<file path="src/hdl/krsm_pkg.sv">
// Shared types and constants for the record substring matcher.
// No dependencies; imported by krsm_ctrl, krsm_dp and the top level.
package krsm_pkg;

  localparam int MAX_PATTERN = 8;
  localparam int IDX_W       = $clog2(MAX_PATTERN);
  localparam int LEN_W       = 4;
  localparam int CHAR_W      = 8;
  localparam int CNT_W       = 16;
  localparam int CFG_DATA_W  = 64;
  localparam int CFG_ADDR_W  = 1;
  localparam int OUT_DATA_W  = 24;

  typedef enum logic [CFG_ADDR_W-1:0] {
    REG_PATTERN_CHARS  = 1'b0,
    REG_PATTERN_LENGTH = 1'b1
  } cfg_reg_t;

  typedef enum logic [1:0] {
    ST_BUILD,
    ST_IDLE,
    ST_MATCH
  } ctrl_state_t;

  typedef struct packed {
    logic build_start;
    logic build_step;
    logic load;
    logic step;
    logic commit;
  } dp_cmd_t;

  typedef struct packed {
    logic build_done;
    logic match_ready;
    logic out_free;
  } dp_status_t;

  // Length register as used: zero acts as one, large values clip to the max.
  function automatic logic [LEN_W-1:0] eff_len(input logic [LEN_W-1:0] raw);
    logic [LEN_W-1:0] len;
    len = raw;
    if (raw == '0) begin
      len = LEN_W'(1);
    end else if (raw > LEN_W'(MAX_PATTERN)) begin
      len = LEN_W'(MAX_PATTERN);
    end
    return len;
  endfunction

  function automatic logic [CHAR_W-1:0] pat_byte(input logic [CFG_DATA_W-1:0] chars,
                                                 input logic [IDX_W-1:0] idx);
    return chars[CHAR_W*idx +: CHAR_W];
  endfunction

endpackage

</file>
<file path="src/hdl/kmp_record_substring_matcher_core.sv">
// Top level of the record substring matcher: stream ports, pattern write port,
// controller and datapath. Uses krsm_pkg, krsm_ctrl and krsm_dp.
//
// Matches a byte stream, split into records, against a pattern of 1 to 8 bytes
// by Knuth-Morris-Pratt and returns one result per character. After a character
// is taken, the matcher walks the prefix table one entry per cycle for each
// fallback it needs (at most pattern length - 1), then commits the result once
// the output register is free; one character is in work at a time. The output
// register lets the next character be taken while a result waits. A write to
// either pattern register in the build or idle state rebuilds the prefix table,
// one step per cycle; s_tready stays low until it finishes, also right after
// reset.
module kmp_record_substring_matcher_core import krsm_pkg::*; (
  input  logic                  clk,
  input  logic                  rst,
  input  logic                  s_tvalid,
  output logic                  s_tready,
  input  logic [CHAR_W-1:0]     s_tdata,   // [7:0] text_char
  input  logic                  s_tlast,   // end_of_record
  input  logic                  s_tuser,   // [0] last_of_list
  output logic                  m_tvalid,
  input  logic                  m_tready,
  output logic [OUT_DATA_W-1:0] m_tdata,   // [0] match_end, [1] record_match,
                                           // [17:2] record_number, [23:18] zero
  output logic                  m_tlast,   // record_done
  input  logic                  cfg_we,
  input  logic [CFG_ADDR_W-1:0] cfg_addr,
  input  logic [CFG_DATA_W-1:0] cfg_data
);

  dp_cmd_t          cmd;
  dp_status_t       status;
  logic             match_end;
  logic             record_match;
  logic [CNT_W-1:0] record_number;

  krsm_ctrl u_ctrl (
    .clk      (clk),
    .rst      (rst),
    .s_tvalid (s_tvalid),
    .s_tready (s_tready),
    .cfg_we   (cfg_we),
    .status   (status),
    .cmd      (cmd)
  );

  krsm_dp u_dp (
    .clk               (clk),
    .rst               (rst),
    .cmd               (cmd),
    .status            (status),
    .cfg_we            (cfg_we),
    .cfg_addr          (cfg_addr),
    .cfg_data          (cfg_data),
    .in_char           (s_tdata),
    .in_eor            (s_tlast),
    .in_last           (s_tuser),
    .out_valid         (m_tvalid),
    .out_ready         (m_tready),
    .out_match_end     (match_end),
    .out_record_match  (record_match),
    .out_record_number (record_number),
    .out_record_done   (m_tlast)
  );

  assign m_tdata = {(OUT_DATA_W - CNT_W - 2)'(0), record_number, record_match, match_end};

endmodule

</file>
<file path="src/hdl/krsm_ctrl.sv">
// Controller for the record substring matcher: prefix-table build sequencing,
// character acceptance, fallback iteration and result hand-off. Uses krsm_pkg.
module krsm_ctrl import krsm_pkg::*; (
  input  logic       clk,
  input  logic       rst,
  input  logic       s_tvalid,
  output logic       s_tready,
  input  logic       cfg_we,
  input  dp_status_t status,
  output dp_cmd_t    cmd
);

  ctrl_state_t state, state_next;

  always_ff @(posedge clk) begin
    if (rst) begin
      state <= ST_BUILD;
    end else begin
      state <= state_next;
    end
  end

  always_comb begin
    state_next = state;
    cmd        = '0;
    s_tready   = 1'b0;
    unique case (state)
      ST_BUILD: begin
        if (cfg_we) begin
          cmd.build_start = 1'b1;
        end else if (status.build_done) begin
          state_next = ST_IDLE;
        end else begin
          cmd.build_step = 1'b1;
        end
      end
      ST_IDLE: begin
        if (cfg_we) begin
          cmd.build_start = 1'b1;
          state_next      = ST_BUILD;
        end else begin
          s_tready = 1'b1;
          if (s_tvalid) begin
            cmd.load   = 1'b1;
            state_next = ST_MATCH;
          end
        end
      end
      ST_MATCH: begin
        if (!status.match_ready) begin
          cmd.step = 1'b1;
        end else if (status.out_free) begin
          cmd.commit = 1'b1;
          state_next = ST_IDLE;
        end
      end
      default: begin
        state_next = ST_BUILD;
      end
    endcase
  end

  a_cmd_onehot: assert property (@(posedge clk) disable iff (rst) $onehot0(cmd))
    else $error("more than one datapath command");
  a_commit_free: assert property (@(posedge clk) disable iff (rst)
    cmd.commit |-> status.out_free)
    else $error("result committed into a full output slot");

endmodule

</file>
<file path="src/hdl/krsm_dp.sv">
// Datapath for the record substring matcher: pattern registers, prefix table,
// match length, record tracking and the output register. Uses krsm_pkg.
module krsm_dp import krsm_pkg::*; (
  input  logic                  clk,
  input  logic                  rst,
  input  dp_cmd_t               cmd,
  output dp_status_t            status,
  input  logic                  cfg_we,
  input  logic [CFG_ADDR_W-1:0] cfg_addr,
  input  logic [CFG_DATA_W-1:0] cfg_data,
  input  logic [CHAR_W-1:0]     in_char,
  input  logic                  in_eor,
  input  logic                  in_last,
  output logic                  out_valid,
  input  logic                  out_ready,
  output logic                  out_match_end,
  output logic                  out_record_match,
  output logic [CNT_W-1:0]      out_record_number,
  output logic                  out_record_done
);

  logic [CFG_DATA_W-1:0] pat_chars;
  logic [LEN_W-1:0]      pat_len;
  logic [IDX_W-1:0]      pi [MAX_PATTERN];
  logic [IDX_W-1:0]      pi_last;
  logic [LEN_W-1:0]      bi;
  logic [IDX_W-1:0]      bk;
  logic [LEN_W-1:0]      mlen;
  logic [CHAR_W-1:0]     char_r;
  logic                  eor_r;
  logic                  last_r;
  logic                  record_hit;
  logic [CNT_W-1:0]      record_counter;

  logic [LEN_W-1:0]  len_eff;
  logic              build_done;
  logic [IDX_W-1:0]  rd_addr;
  logic [IDX_W-1:0]  pi_rd;
  logic [CHAR_W-1:0] pat_i, pat_k, pat_m;
  logic              k_fall, m_fall;
  logic [IDX_W-1:0]  k_inc;
  logic [LEN_W-1:0]  m_adv, m_new;
  logic              hit, done, hit_rec;

  always_comb begin
    len_eff    = eff_len(pat_len);
    build_done = bi >= len_eff;
    // table is read by the builder or by the matcher, never both at once
    rd_addr = build_done ? (mlen[IDX_W-1:0] - IDX_W'(1)) : (bk - IDX_W'(1));
    pi_rd   = pi[rd_addr];

    pat_i  = pat_byte(pat_chars, bi[IDX_W-1:0]);
    pat_k  = pat_byte(pat_chars, bk);
    k_fall = (bk != '0) && (pat_i != pat_k);
    k_inc  = bk + IDX_W'(pat_i == pat_k);

    pat_m   = pat_byte(pat_chars, mlen[IDX_W-1:0]);
    m_fall  = (mlen != '0) && (pat_m != char_r);
    m_adv   = mlen + LEN_W'(pat_m == char_r);
    hit     = m_adv >= len_eff;
    m_new   = hit ? LEN_W'(pi_last) : m_adv;
    done    = eor_r | last_r;
    hit_rec = record_hit | hit;

    status.build_done  = build_done;
    status.match_ready = !m_fall;
    status.out_free    = !out_valid || out_ready;
  end

  always_ff @(posedge clk) begin
    if (rst) begin
      pat_chars <= '0;
      pat_len   <= LEN_W'(1);
    end else if (cfg_we) begin
      case (cfg_reg_t'(cfg_addr))
        REG_PATTERN_CHARS:  pat_chars <= cfg_data;
        REG_PATTERN_LENGTH: pat_len   <= cfg_data[LEN_W-1:0];
        default: ;
      endcase
    end
  end

  // prefix table build, one fallback or one entry per cycle
  always_ff @(posedge clk) begin
    if (rst || cmd.build_start) begin
      for (int j = 0; j < MAX_PATTERN; j++) begin
        pi[j] <= '0;
      end
      pi_last <= '0;
      bi      <= LEN_W'(1);
      bk      <= '0;
    end else if (cmd.build_step) begin
      if (k_fall) begin
        bk <= pi_rd;
      end else begin
        bk                 <= k_inc;
        pi[bi[IDX_W-1:0]]  <= k_inc;
        if (bi == len_eff - LEN_W'(1)) begin
          pi_last <= k_inc;
        end
        bi <= bi + LEN_W'(1);
      end
    end
  end

  always_ff @(posedge clk) begin
    if (cmd.load) begin
      char_r <= in_char;
      eor_r  <= in_eor;
      last_r <= in_last;
    end
  end

  always_ff @(posedge clk) begin
    if (rst) begin
      mlen           <= '0;
      record_hit     <= 1'b0;
      record_counter <= '0;
    end else if (cmd.build_start) begin
      mlen <= '0;
    end else if (cmd.load) begin
      if (mlen >= len_eff) begin
        mlen <= '0;
      end
    end else if (cmd.step) begin
      mlen <= LEN_W'(pi_rd);
    end else if (cmd.commit) begin
      mlen       <= done ? '0 : m_new;
      record_hit <= done ? 1'b0 : hit_rec;
      if (last_r) begin
        record_counter <= '0;
      end else if (eor_r && record_counter != '1) begin
        record_counter <= record_counter + CNT_W'(1);
      end
    end
  end

  always_ff @(posedge clk) begin
    if (rst) begin
      out_valid <= 1'b0;
    end else if (cmd.commit) begin
      out_valid <= 1'b1;
    end else if (out_ready) begin
      out_valid <= 1'b0;
    end
  end

  always_ff @(posedge clk) begin
    if (cmd.commit) begin
      out_match_end     <= hit;
      out_record_match  <= done & hit_rec;
      out_record_number <= record_counter;
      out_record_done   <= done;
    end
  end

  a_mlen_bound: assert property (@(posedge clk) disable iff (rst) mlen < len_eff)
    else $error("match length reached pattern length");
  a_build_order: assert property (@(posedge clk) disable iff (rst)
    LEN_W'(bk) < bi)
    else $error("prefix build index out of order");
  a_list_clear: assert property (@(posedge clk) disable iff (rst)
    cmd.commit && last_r |=> record_counter == '0)
    else $error("record counter not cleared at end of list");

endmodule

</file>
<file path="config.mk">
export PLATFORM = sky130hd
export DESIGN_NAME = kmp_record_substring_matcher_core
export DESIGN_NICKNAME = d
export VERILOG_FILES = /design/src/hdl/krsm_pkg.sv /design/src/hdl/kmp_record_substring_matcher_core.sv /design/src/hdl/krsm_ctrl.sv /design/src/hdl/krsm_dp.sv
export SDC_FILE = /design/constraint.sdc
export NUM_CORES = 1
export LEC_CHECK = 0
export ABC_CLOCK_PERIOD_IN_PS = 3700
export BUFFER_PORTS_ARGS = -buffer_cell sky130_fd_sc_hd__buf_2
export CORE_ASPECT_RATIO = 0.8
export CORE_MARGIN = 2
export CORE_UTILIZATION = 53
export DETAILED_ROUTE_END_ITERATION = 16
export GPL_TIMING_DRIVEN = 0
export PLACE_DENSITY = 0.77
export SYNTH_ARGS = -nofsm -noshare
export SYNTH_HDL_FRONTEND = slang
export SYNTH_SLANG_ARGS = --single-unit
</file>
<file path="constraint.sdc">
create_clock -name clk -period 3.7 [get_ports clk]
set_input_delay 0.185 -clock clk [delete_from_list [all_inputs] [get_ports clk]]
set_output_delay 0.185 -clock clk [all_outputs]
set_load 0.02 [all_outputs]
</file>
== Word-level counts from Yosys, hierarchy flattened ==
Memories as Yosys holds them, arrays and structs flattened.
Index checks and enable logic that the tools add are counted.
Cells by class
  add/subtract/negate cells: 7
  magnitude comparators: 4
  equal/unequal tests: 14
  shifts and indexed selects: 3
  muxes and demuxes: 45
  bitwise logic cells: 8
  reduce and logical (&&, ||, !) cells: 24
Operators with widths (count)
  variable part select 64 x 7 -> 8 bit: 3
  two-way mux 16 bit: 2
  two-way mux 4 bit: 8
  two-way mux 1 bit: 23
  adder 16 x 1 -> 16 bit, second input constant: 1
  equality test 8 bit: 2
  inequality test 16 bit, second input constant: 1
  inequality test 8 bit: 2
  two-way mux 2 bit: 7
  >= comparator 4 bit: 3
  two-way mux 3 bit: 4
  AND reduction 5 bit: 2
  AND reduction 2 bit: 4
  inequality test 2 bit, second input constant: 3
  one-hot mux 2 bit (3 select lines): 1
  nonzero test 3 bit: 2
  subtractor 3 x 1 -> 3 bit, second input constant: 2
  inverter 1 bit: 5
  adder 4 x 1 -> 4 bit: 1
  adder 4 x 1 -> 4 bit, second input constant: 1
  equality test 4 bit: 1
  greater-than comparator 4 bit, second input constant: 1
  zero test 4 bit: 1
  inequality test 2 x 1 -> 1 bit, second input constant: 2
  17 further kinds: 23
Storage, ports and cells
  register bits after elaboration: 131
  memory bits (writable): 24
  bits of input ports: 80
  word-level logic and storage cells: 123
  memories kept: 1
Memories
  u_dp.pi: words 8, width 3, read ports 1, clocked after Yosys merged registers in 0, write ports 8, line krsm_dp.sv:24  | logic [IDX_W-1:0] pi [MAX_PATTERN];

== Longest topological paths before layout ==
Gate-level depths: netlist of run 1.
  depth after elaboration: 12
  depth in mapped cells: 17

== By module ==
From an unflattened synthesis of run 1, not the netlist that was laid out.
Unflattened totals
  cells, all modules: 833
  area total of the unflattened synthesis: 8255.4 um2
Modules (own cells, without submodules)
  krsm_dp: instances 1, cells each 806, area an instance 8061.5 um2, seq. area each 3593.4 um2
  krsm_ctrl: instances 1, cells each 18, area an instance 130.1 um2, seq. area each 40.0 um2
  kmp_record_substring_matcher_core: instances 1, cells each 9, area an instance 63.8 um2, seq. area each 0.0 um2

== Worst setup path before layout of run 1 ==
OpenSTA, ideal clock, no wires.
  path type: register to register
  start: register u_dp.mlen[1]
  end: register u_dp.mlen[2]
  setup time: 0.120 ns
  arrival time: 3.597 ns
  setup slack: -0.017 ns
  cell stages (with the launch flop): 16
  clock period less this slack: 3.717 ns
  cell sequence: dfxtp_1 > buf_2 > mux4_2 > mux2i_1 > xor2_1 > and4_1 > and3_1 > ha_1 > ha_1 > ha_1 > a21o_1 > a21o_1 > a21oi_1 > mux2_2 > nand4_1 > nand3_1
On the way
  longest elaborated chain between the ends: 9
  elaborated cells on any way between the ends: 22
  those cells by class: add/sub (2); order compare (2); eq/ne (3); shift (1); mux (9); reduce/logical (4); memory (1)
Ends and longest elaborated chain
  start, declared: line krsm_dp.sv:28  | logic [LEN_W-1:0] mlen;
  start signal, assigned: line krsm_dp.sv:126  | mlen <= LEN_W'(pi_rd);
  start signal, assigned: line krsm_dp.sv:128  | mlen <= done ? '0 : m_new;
  variable part select 64 x 7 -> 8 bit: line krsm_pkg.sv:53  | return chars[CHAR_W*idx +: CHAR_W];
  equality test 8 bit: line krsm_dp.sv:59  | m_adv = mlen + LEN_W'(pat_m == char_r);
  adder 4 x 1 -> 4 bit: line krsm_dp.sv:59
  >= comparator 4 bit: line krsm_dp.sv:60  | hit = m_adv >= len_eff;
  two-way mux 4 bit: line krsm_dp.sv:61  | m_new = hit ? LEN_W'(pi_last) : m_adv;
  two-way mux 4 bit: line krsm_dp.sv:128
  two-way mux 4 bit: line krsm_dp.sv:127  | end else if (cmd.commit) begin
  two-way mux 4 bit: line krsm_dp.sv:125  | end else if (cmd.step) begin
  two-way mux 4 bit: line krsm_dp.sv:121  | end else if (cmd.load) begin
Parallel ways exist; a longest one is shown, timed or not. The select of a mux whose other input is x is not followed.
A chain may end at the register's enable or synchronous reset.

== Worst setup path in the final report of run 1 ==
  start: register u_dp.mlen[0]
  end: register u_dp.mlen[2]
Same word-level chain as after synthesis.

==> results.json, run 1 <==
{
  "status": "finished with violations",
  "violations": "negative setup slack",
  "fin_ws_ns": -0.0948,
  "fin_hold_ws_ns": 0.0136,
  "fin_crit_sh": 1.03,
  "crit_path_end_kind": "flop",
  "dieArea_mm2": 0.0173,
  "clock_sinks": 155,
  "cts_root_buffer": "clkbuf_16",
  "syn_area_per_cell_um2": 9.94,
  "pre_cts_ws_ns": -0.531,
  "irDropWorstVdd_mv": 0.310,
  "min_from": "cfg_data[53]",
  "timing.rr.start": "u_dp.mlen[0]",
  "r2r_slack_ns": -0.09,
  "globalRouteTotalUtil": 0.303,
  "drc": 0,
  "synth_area_mm2": 0.00864,
  "placed_area_mm2": 0.00943,
  "grt_remaining_overflow": 0,
  "grt_pass1_wl_um": 40800,
  "io_buffers": 99,
  "min_to": "u_dp.pat_chars[53]",
  "detail-route-antenna-nets": 0,
  "drt_iter0_drc": 974,
  "synth_area_leader_cell": "dfxtp_1",
  "antenna_cells": 0,
  "slew_violations": 0,
  "power_mw": 4.09,
  "die_w_um": 147,
  "final_cell_mix": "169 x nand2_1, 104 x buf_2, 100 x dfxtp_1",
  "fin_tns_setup_ns": -0.137,
  "drv_cap": 0,
  "route.met3.wl_um": 2500,
  "worstMarginPinSlew_ns": 0.916,
  "yosys_warnings": 0,
  "cp-start-kind": "flop",
  "die_h_um": 118,
  "final_common_cell": "nand2_1",
  "relSlewSlack": 0.389,
  "via_count": 7792,
  "grt_pass1_vias": 7480,
  "async_flop_share": 0,
  "cts_made_buffers": 17,
  "met1_length_um": 11000,
  "clockBufferDepth": 2,
  "dp.cells": 1188,
  "synth_top_area_share": 0.236,
  "hold_viol": 0,
  "grt_max_degree": 28,
  "finalSetupViolCount": 2,
  "placementRows": 41,
  "clk_pin_slew_ns": 0.06,
  "fmax_mhz": 264,
  "routed.top_layer": "met4",
  "antenna_found_initial": 0,
  "area_growth_pct": 28.3,
  "worst_r2r_path_depth": 15,
  "cp.arrival_ns": 4.11,
  "synth_cell_types": 76,
  "clk-insertion-delay-late_ns": 0.43,
  "crit_type": "flop to flop",
  "gp_congestion": 0.966,
  "drive_above_1_share": 0.275,
  "wl_per_cell_um": 20.3,
  "holdPathStages": 3,
  "cts_tree": "done",
  "syn_inst": 869,
  "initial_core_util": 0.545,
  "critPathRequiredTime_ns": 4.02,
  "instances_no_fill": 1292,
  "fin_util": 0.699,
  "synthTopCellsByArea": "dfxtp_1 24%, edfxtp_1 18%, mux4_2 11%",
  "synth_flop_cell": "dfxtp_1",
  "cp_max_fo": 5,
  "core_area_mm2": 0.0159,
  "synth_seq_cells": 155,
  "p_per_area_mw_per_mm2": 369,
  "cts_max_level": 4,
  "min_period_ns": 3.79,
  "routed_via_density": 6.03,
  "grt_setup_unrepaired": "true",
  "skew_ns": 0.00824,
  "final_area_mm2": 0.0111,
  "synth-edff-count": 53,
  "met2_length_um": 12000,
  "min_path_type": "primary input to flop",
  "ios": 107,
  "hpwl_um": 17900,
  "power.leakage_nw": 4.04,
  "nNetsFinal": 1164,
  "finalWirelength_um": 26200,
  "synth_seq_area_share": 0.421,
  "r2r_end": "u_dp.mlen[2]",
  "detail_route.first_pass.iterations": 5
}
[area by class of cell]
class / count / area, um2
Tap cell: 215 / 269
Clock buffer: 25 / 551
Clock inverter: 7 / 47.5
Sequential cell: 155 / 3640
Buffer: 74 / 430
Inverter: 17 / 82.6
Timing Repair Buffer: 173 / 1260
Fill cell: 1146 / 4770
Multi-Input combinational cell: 626 / 4800
[where the power goes]
| part | internal (mW) | switching [mW] |
|---|---|---|
| registers | 1.81 | 0.0523 |
| logic | 0.227 | 0.268 |
| clock network | 1.04 | 0.701 |
[cells in the mapped netlist, drive strengths merged (4+ instances only)]
| master | instances |
|---|---|
| nand2 | 170 |
| dfxtp | 102 |
| a21oi | 97 |
| edfxtp | 53 |
| mux4 | 42 |
| buf | 41 |
| mux2i | 37 |
| clkbuf | 35 |
| nor2 | 25 |
| o21ai | 25 |
| nand3 | 21 |
| ha | 20 |
| nor4 | 20 |
| inv | 16 |
| a31oi | 15 |
| xnor2 | 13 |
| nand2b | 10 |
| nor3 | 10 |
| xor2 | 10 |
| nand3b | 8 |
| and3 | 7 |
| mux2 | 7 |
| o211ai | 7 |
| o31ai | 7 |
| and2 | 6 |
| a21o | 5 |
| nand4 | 5 |
| a41oi | 4 |
| nand4b | 4 |
| nor2b | 4 |
[registers in the layout (all words and copies together) (netlist names), 2 cells and up]
signal                  count
u_dp.bk                     3
u_dp.pat_chars             64
u_dp.char_r                 8
u_dp.record_counter        16
u_dp.pi_last                3
u_dp.pi                    24
u_dp.pat_len                4
u_dp.bi                     4
u_dp.out_record_number     16
u_ctrl.state                2
u_dp.mlen                   4
[how the worst max path moves through the flow]
stage / from / endpoint / slack [ns]
finish: u_dp.mlen[0] / u_dp.mlen[2] / -0.09
detailed placement: u_dp.mlen[1] / u_dp.mlen[2] / -0.53
global route: u_dp.mlen[0] / u_dp.mlen[2] / -0.16
CTS: u_dp.mlen[0] / u_dp.mlen[2] / 0.00003
global placement: u_dp.mlen[1] / u_dp.mlen[2] / -0.51
floorplan: u_dp.mlen[1] / u_dp.mlen[2] / 0.09
[timing repair]
action | 4_1_cts | 5_1_grt
hold endpoints to repair | 55 | 0
setup endpoints to repair | 42 | 41
pin swaps | 13 | 9
cloned | 1 | 0
resized for setup | 41 | 33
setup buffers | 15 | 3
hold buffers | 55 | 0
[kinds of logic (layout without fill, tap and decap cells)]
| logic type | count (synthesis) | after routing | synth area share |
|---|---|---|---|
| buffers and inverters | 93 | 296 | 0.0562 |
| other | 1 | 6 | 0.000434 |
| adder cells (fa/ha/maj) | 20 | 20 | 0.0290 |
| XOR/XNOR | 23 | 23 | 0.0233 |
| AO/OA/AOI/OAI | 187 | 187 | 0.132 |
| AND/OR/NAND/NOR | 304 | 304 | 0.175 |
| flip-flops | 155 | 155 | 0.421 |
| multiplexers | 86 | 86 | 0.163 |
[routing by layer]
layer  vias to the layer above  GRT usage
met5                         -          0
met4                         0     0.0825
met3                        66     0.0784
met2                       468      0.468
met1                      3703      0.426
li1                       3555          -
[worst max-delay path, cell delays in order (launching register included)]
cell and delay (ns):
dfxtp_4 0.44, buf_12 0.13, mux4_2 0.51, mux2i_4 0.21, xor2_1 0.17, and4_4 0.26, and3_4 0.21, ha_4 0.16
ha_4 0.21, ha_4 0.23, a21o_1 0.19, a21o_1 0.19, a21oi_4 0.25, mux2_4 0.32, nand4_1 0.11, nand3_1 0.08
No activity file was read; power rests on OpenSTA's default activity.
==> inputs of run 2 (changes only) <==
- ABC_AREA: default -> 1
- CORE_UTILIZATION: 53 -> 54
- PLACE_DENSITY: 0.77 -> 0.78
==> run 2 against run 1 <==
Against the previous run: count of clock-buffer cells in the layout down 8; power up 8.9%; synthesized area up 7.9%; the run now ends clean; critical endpoint is now u_dp.mlen[0]; cell area up 0.63%; cell count up 33%; critical path depth up 9.
==> results.json, run 2 <==
{
  "status": "finished, final reports clean",
  "cp.arrival_ns": 3.98,
  "fin_tns_setup_ns": 0,
  "fin_crit_sh": 0.982,
  "synth_seq_cells": 155,
  "via_count": 9906,
  "drt_iter0_drc": 1304,
  "placementRows": 42,
  "dp.cells": 1655,
  "cts_max_level": 4,
  "detail-route-antenna-nets": 0,
  "grt_remaining_overflow": 0,
  "initial_core_util": 0.558,
  "gp_congestion": 1.02,
  "synth.most_common_cell": "nand2_1",
  "die_w_um": 151,
  "clk_pin_slew_ns": 0.07,
  "pre_cts_ws_ns": -0.262,
  "irDropWorstVdd_mv": 0.306,
  "async_flop_share": 0,
  "syn_area_per_cell_um2": 7.00,
  "wl_per_cell_um": 18.9,
  "yosys_warnings": 0,
  "slew_violations": 0,
  "synth_flop_cell": "dfxtp_1",
  "critPathMaxStageDelay_ns": 0.38,
  "crit_chain": "buf_6 > buf_6 > nand3_1 > nand3_1 > nand2_1 > nand2_1 > nand2_1 > nor2_1 > nand2_1 > nor2_4 > ha_2 > ha_1 > ha_4 > inv_1 > nor2_1 > o211ai_1 > buf_4 > nand3_2 > nor2_1 > a211oi_1 > nand2_1 > nand2_1 > nand2_1 > a21oi_1",
  "syn_inst": 1332,
  "largest_reg_flops": 64,
  "cts_made_buffers": 17,
  "final_cell_mix": "379 x nand2_1, 135 x nand3_1, 127 x inv_1",
  "min_period_ns": 3.63,
  "routed_via_density": 5.77,
  "cp-start-kind": "flop",
  "grt_pass1_vias": 8745,
  "grt_max_degree": 29,
  "hpwl_um": 23100,
  "crit_type": "flop to flop",
  "grt_pass1_wl_um": 48400,
  "critPathRequiredTime_ns": 4.05,
  "path_common_cell": "nand2_1",
  "nNetsFinal": 1583,
  "finalSetupViolCount": 0,
  "clock_sinks": 155,
  "die_h_um": 122,
  "clockBufferDepth": 2,
  "power_mw": 4.46,
  "antenna_cells": 0,
  "crit_slowest_cell": "dfxtp_2",
  "skew_ns": 0.0103,
  "instances_no_fill": 1716,
  "io_buffers": 98,
  "fin_hold_ws_ns": 0.0264,
  "synth_area_mm2": 0.00932,
  "globalRouteTotalUtil": 0.354,
  "synth_seq_area_share": 0.390,
  "core_area_mm2": 0.0167,
  "regMostFlops": "u_dp.pat_chars",
  "largest_registers": "u_dp.pat_chars (64), u_dp.pi (24)",
  "detail_route.first_pass.iterations": 6,
  "ios": 107,
  "area_growth_pct": 19.7,
  "cp_max_fo": 10,
  "drc": 0,
  "fin_util": 0.667,
  "min_path_type": "primary input to flop",
  "drive_above_1_share": 0.153,
  "fmax_mhz": 275,
  "synth_cell_types": 44,
  "placed_area_mm2": 0.0101,
  "antenna_found_initial": 0,
  "final_common_cell": "nand2_1",
  "final_area_mm2": 0.0112,
  "p_per_area_mw_per_mm2": 400,
  "cts_tree": "done",
  "cts_root_buffer": "clkbuf_16",
  "synthTopCellsByCount": "383 x nand2_1, 142 x nand3_1, 129 x inv_1",
  "synthTopCellsByArea": "dfxtp_1 22%, edfxtp_1 17%, nand2_1 15%",
  "power.leakage_nw": 4.97,
  "drv_cap": 0,
  "synth-edff-count": 53,
  "dieArea_mm2": 0.0183,
  "fin_ws_ns": 0.0677,
  "finalWirelength_um": 32400,
  "relSlewSlack": 0.417,
  "synth_area_leader_cell": "dfxtp_1",
  "clk-insertion-delay-late_ns": 0.44,
  "synth_top_area_share": 0.219,
  "hold_viol": 0,
  "worstMarginPinSlew_ns": 0.875,
  "crit_path_end_kind": "flop"
}
run 2: cell count changes in the layout (fill, tap and decap cells not counted), sizes merged, moves of 10 or more:
cell / before / now
o21ai: 25 / 118
nor4: 20 / 3
nand3: 21 / 146
mux2i: 37 / 0
nand2: 170 / 392
clkbuf: 61 / 45
mux4: 42 / 0
a31oi: 15 / 1
dlygate4sd3: 55 / 24
inv: 16 / 140
nand2b: 10 / 0
nand4: 5 / 18
nor2: 25 / 113
run 2: what timing repair did:
item	4_1_cts	5_1_grt
cloned	0	1
hold buffers	24	0
endpoints found under the hold margin	24	0
pin swaps	0	7
gates resized for setup	7	36
buffers inserted	0	5
endpoints found under the setup margin	7	9
run 2: metal layers:
metal / routed length, um / track usage / up-vias
li1: - / - / 4677
met1: 13800 / 0.507 / 4575
met2: 13500 / 0.522 / 584
met3: 4290 / 0.103 / 70
met4: 775 / 0.0935 / 0
met5: 0 / 0 / -
run 2: logic make-up after synthesis:
family,share of synthesized area
other,0.000402
and+or+nand+nor,0.328
buffers and inverters,0.108
DFF,0.390
adders and majority gates,0.0268
xor gates and xnor gates,0.0113
AOI/OAI and AO/OA,0.136
run 2: power breakdown:
| group | internal (mW) | switching, mW |
|---|---|---|
| logic | 0.256 | 0.491 |
| clock network | 1.02 | 0.809 |
| registers | 1.83 | 0.0499 |
run 2: worst max-delay path, delay by kind of cell (launching register included):
family	cells	cell delay (ns)
adders and majority gates	3	0.76
buffers and inverters	4	0.59
AOI/OAI and AO/OA	3	0.48
DFF	1	0.38
and+or+nand+nor	14	1.33
run 2: layout make-up:
| type | count | area (um2) |
|---|---|---|
| clock buffer | 17 | 425 |
| clock inverter | 15 | 181 |
| buffer | 72 | 528 |
| multi-input combinational | 972 | 4810 |
| timing repair buffer | 127 | 768 |
| tap | 220 | 275 |
| inverter | 138 | 522 |
| fill | 1460 | 5560 |
| sequential | 155 | 3640 |
run 2: final timing paths:
| check | startpoint | to | slack [ns] | depth (start not counted) |
|---|---|---|---|---|
| hold reg to reg | u_dp.record_hit | u_dp.record_hit | 0.47 | 2 |
| setup / recovery | u_dp.mlen[1] | u_dp.mlen[0] | 0.07 | 24 |
| setup reg to reg | u_dp.mlen[1] | u_dp.mlen[0] | 0.07 | 24 |
| hold / removal | cfg_data[57] | u_dp.pat_chars[57] | 0.03 | 3 |
==> inputs of run 3 (changes only) <==
- CORE_MARGIN: 2 -> default
==> run 3 against run 2 <==
Against the previous run: count of clock-buffer cells in the layout unchanged; sequential cell count unchanged; cell area barely moved; via count is 0.84% higher; cell count shrank 0.17%; fmax rose by 2.6%; critical path depth is the same; critical path type unchanged; critical endpoint is now u_dp.mlen[1]; highest routed layer unchanged.
==> results.json, run 3 (same netlist as run 2, synthesis figures left out) <==
{
  "status": "finished, final reports clean",
  "via_count": 9989,
  "cts_tree": "done",
  "crit_type": "flop to flop",
  "crit_cells": 24,
  "final_area_mm2": 0.0112,
  "drv_cap": 0,
  "antenna_cells": 0,
  "fin_util": 0.668,
  "r2r_slack_ns": 0.16,
  "min_path_type": "primary input to flop",
  "p_sw_mw": 1.39,
  "clock_sinks": 155,
  "pre_cts_ws_ns": -0.243,
  "detail_route.first_pass.iterations": 6,
  "multi_input_area_mm2": 0.00483,
  "cts_made_buffers": 17,
  "largest_registers": "u_dp.pat_chars (64), u_dp.pi (24)",
  "die_w_um": 149,
  "crit_path_end_kind": "flop",
  "core_area_mm2": 0.0167,
  "slew_violations": 0,
  "fmax_mhz": 282,
  "cp-start-kind": "flop",
  "path_common_cell": "nand2_1",
  "worstSetupEndpoint": "u_dp.mlen[1]",
  "globalRouteTotalUtil": 0.376,
  "p_int_mw": 3.05,
  "cts_max_level": 4,
  "p_sw_frac": 0.313,
  "die_h_um": 120,
  "hold_viol": 0,
  "p_per_area_mw_per_mm2": 398,
  "critPathTopFamily": "simple AND/OR/NAND/NOR gates",
  "cp_max_fo": 10,
  "power_mw": 4.43,
  "placed_area_mm2": 0.0101,
  "crit_chain": "buf_12 > buf_12 > nand2_1 > nand3_1 > nand2_2 > nand2_2 > nand2_1 > nand2_1 > nand2_1 > nor2_1 > nand2_1 > nor2_2 > ha_2 > ha_1 > ha_4 > inv_1 > nor2_1 > o211ai_1 > nand3_2 > a211oi_2 > nand2_1 > nand2_1 > nand2_1 > a21oi_1",
  "cp-startpoint": "u_dp.mlen[0]",
  "fin_ws_ns": 0.158,
  "final_cell_mix": "380 x nand2_1, 129 x nand3_1, 127 x inv_1",
  "placementRows": 42,
  "pwr-share-clk": 0.408,
  "min_period_ns": 3.54,
  "fin_hold_ws_ns": 0.0143,
  "crit_slowest_cell": "dfxtp_4",
  "fin_crit_sh": 0.957,
  "cts_root_buffer": "clkbuf_16",
  "worstMarginPinSlew_ns": 0.886,
  "clk-insertion-delay-late_ns": 0.45,
  "hpwl_um": 23100,
  "initial_core_util": 0.558,
  "finalSetupViolCount": 0,
  "regMostFlops": "u_dp.pat_chars",
  "instances_no_fill": 1713,
  "clockBufferDepth": 2,
  "detail-route-antenna-nets": 0,
  "critPathBufInv": 3,
  "grt_pass1_vias": 8977,
  "grt_remaining_overflow": 0,
  "ios": 107,
  "largest_reg_flops": 64,
  "dp.cells": 1655,
  "antenna_found_initial": 0,
  "clk_pin_slew_ns": 0.08,
  "finalWirelength_um": 32800,
  "r2r_end": "u_dp.mlen[1]",
  "num-fill-cells": 1507,
  "timing.rr.start": "u_dp.mlen[0]",
  "drc": 0,
  "skew_ns": 0.0200,
  "cp.arrival_ns": 3.89,
  "grt_max_degree": 29,
  "drt_iter0_drc": 1207,
  "nNetsFinal": 1580,
  "power.leakage_nw": 4.98,
  "routed_via_density": 5.83,
  "worst_r2r_path_depth": 24,
  "critPathRequiredTime_ns": 4.04,
  "grt_pass1_wl_um": 50000,
  "regArea_mm2": 0.00364,
  "critPathMaxStageDelay_ns": 0.39,
  "final_common_cell": "nand2_1",
  "min_from": "cfg_data[14]",
  "irDropWorstVdd_mv": 0.253,
  "io_buffers": 98,
  "pwr-share-comb": 0.169,
  "fin_tns_setup_ns": 0,
  "dieArea_mm2": 0.0178,
  "gp_congestion": 1.01,
  "p_seq_frac": 0.423,
  "area_growth_pct": 19.7,
  "drive_above_1_share": 0.157,
  "wl_per_cell_um": 19.1,
  "relSlewSlack": 0.409
}
## run 3: changes by cell type in the layout (fill, tap and decap cells not counted), sizes merged
cell,change
inv,+2
nand3,-1
bufinv,-1
clkinv,-2
buf,-2
clkinvlp,+1
## run 3: area by class of cell
class / count / area share
plain buffers: 72 / 0.0483
clock buffers: 17 / 0.0381
clock inverters: 15 / 0.0153
inverters: 138 / 0.0470
multi-input cells: 971 / 0.433
flip-flops and latches: 155 / 0.326
well taps: 220 / 0.0247
repair buffers: 125 / 0.0675
## run 3: worst min-delay path: stages
cell	delay, ns
buf_2	0.08
o21ai_0	0.07
a21oi_1	0.10
## run 3: power by group through the flow
| stage | logic, mW | clock network (mW) | registers (mW) |
|---|---|---|---|
| floorplan | 0.471 | 0 | 1.90 |
| global placement | 0.670 | 0 | 1.91 |
| detailed placement | 0.681 | 0 | 1.91 |
| CTS | 0.707 | 1.80 | 1.87 |
| global route | 0.827 | 1.88 | 1.88 |
| finish | 0.748 | 1.81 | 1.88 |
## run 3: worst min path at each step
stage | endpoint | cells after the start | slack [ns]
finish | u_dp.pat_chars[14] | 3 | 0.01
global route | u_dp.pat_chars[63] | 3 | 0.04
CTS | u_dp.pat_chars[4] | 3 | 0.02
detailed placement | u_dp.char_r[2] | 1 | 0.36
global placement | u_dp.last_r | 1 | 0.36
floorplan | u_dp.char_r[0] | 0 | 0.28
## run 3: what timing repair did
action | in CTS | in global routing
hold buffers | 24 | 0
setup buffers | 1 | 2
hold endpoints to repair | 24 | 0
endpoints found under the setup margin | 8 | 10
pin swaps | 1 | 6
resized for setup | 6 | 49
## run 3: per-layer routing
layer	part of all wire	track usage	wire, um
met3	0.12	0.109	4080
met2	0.41	0.540	13600
met1	0.44	0.536	14300
met4	0.024	0.125	793
met5	0	0	0
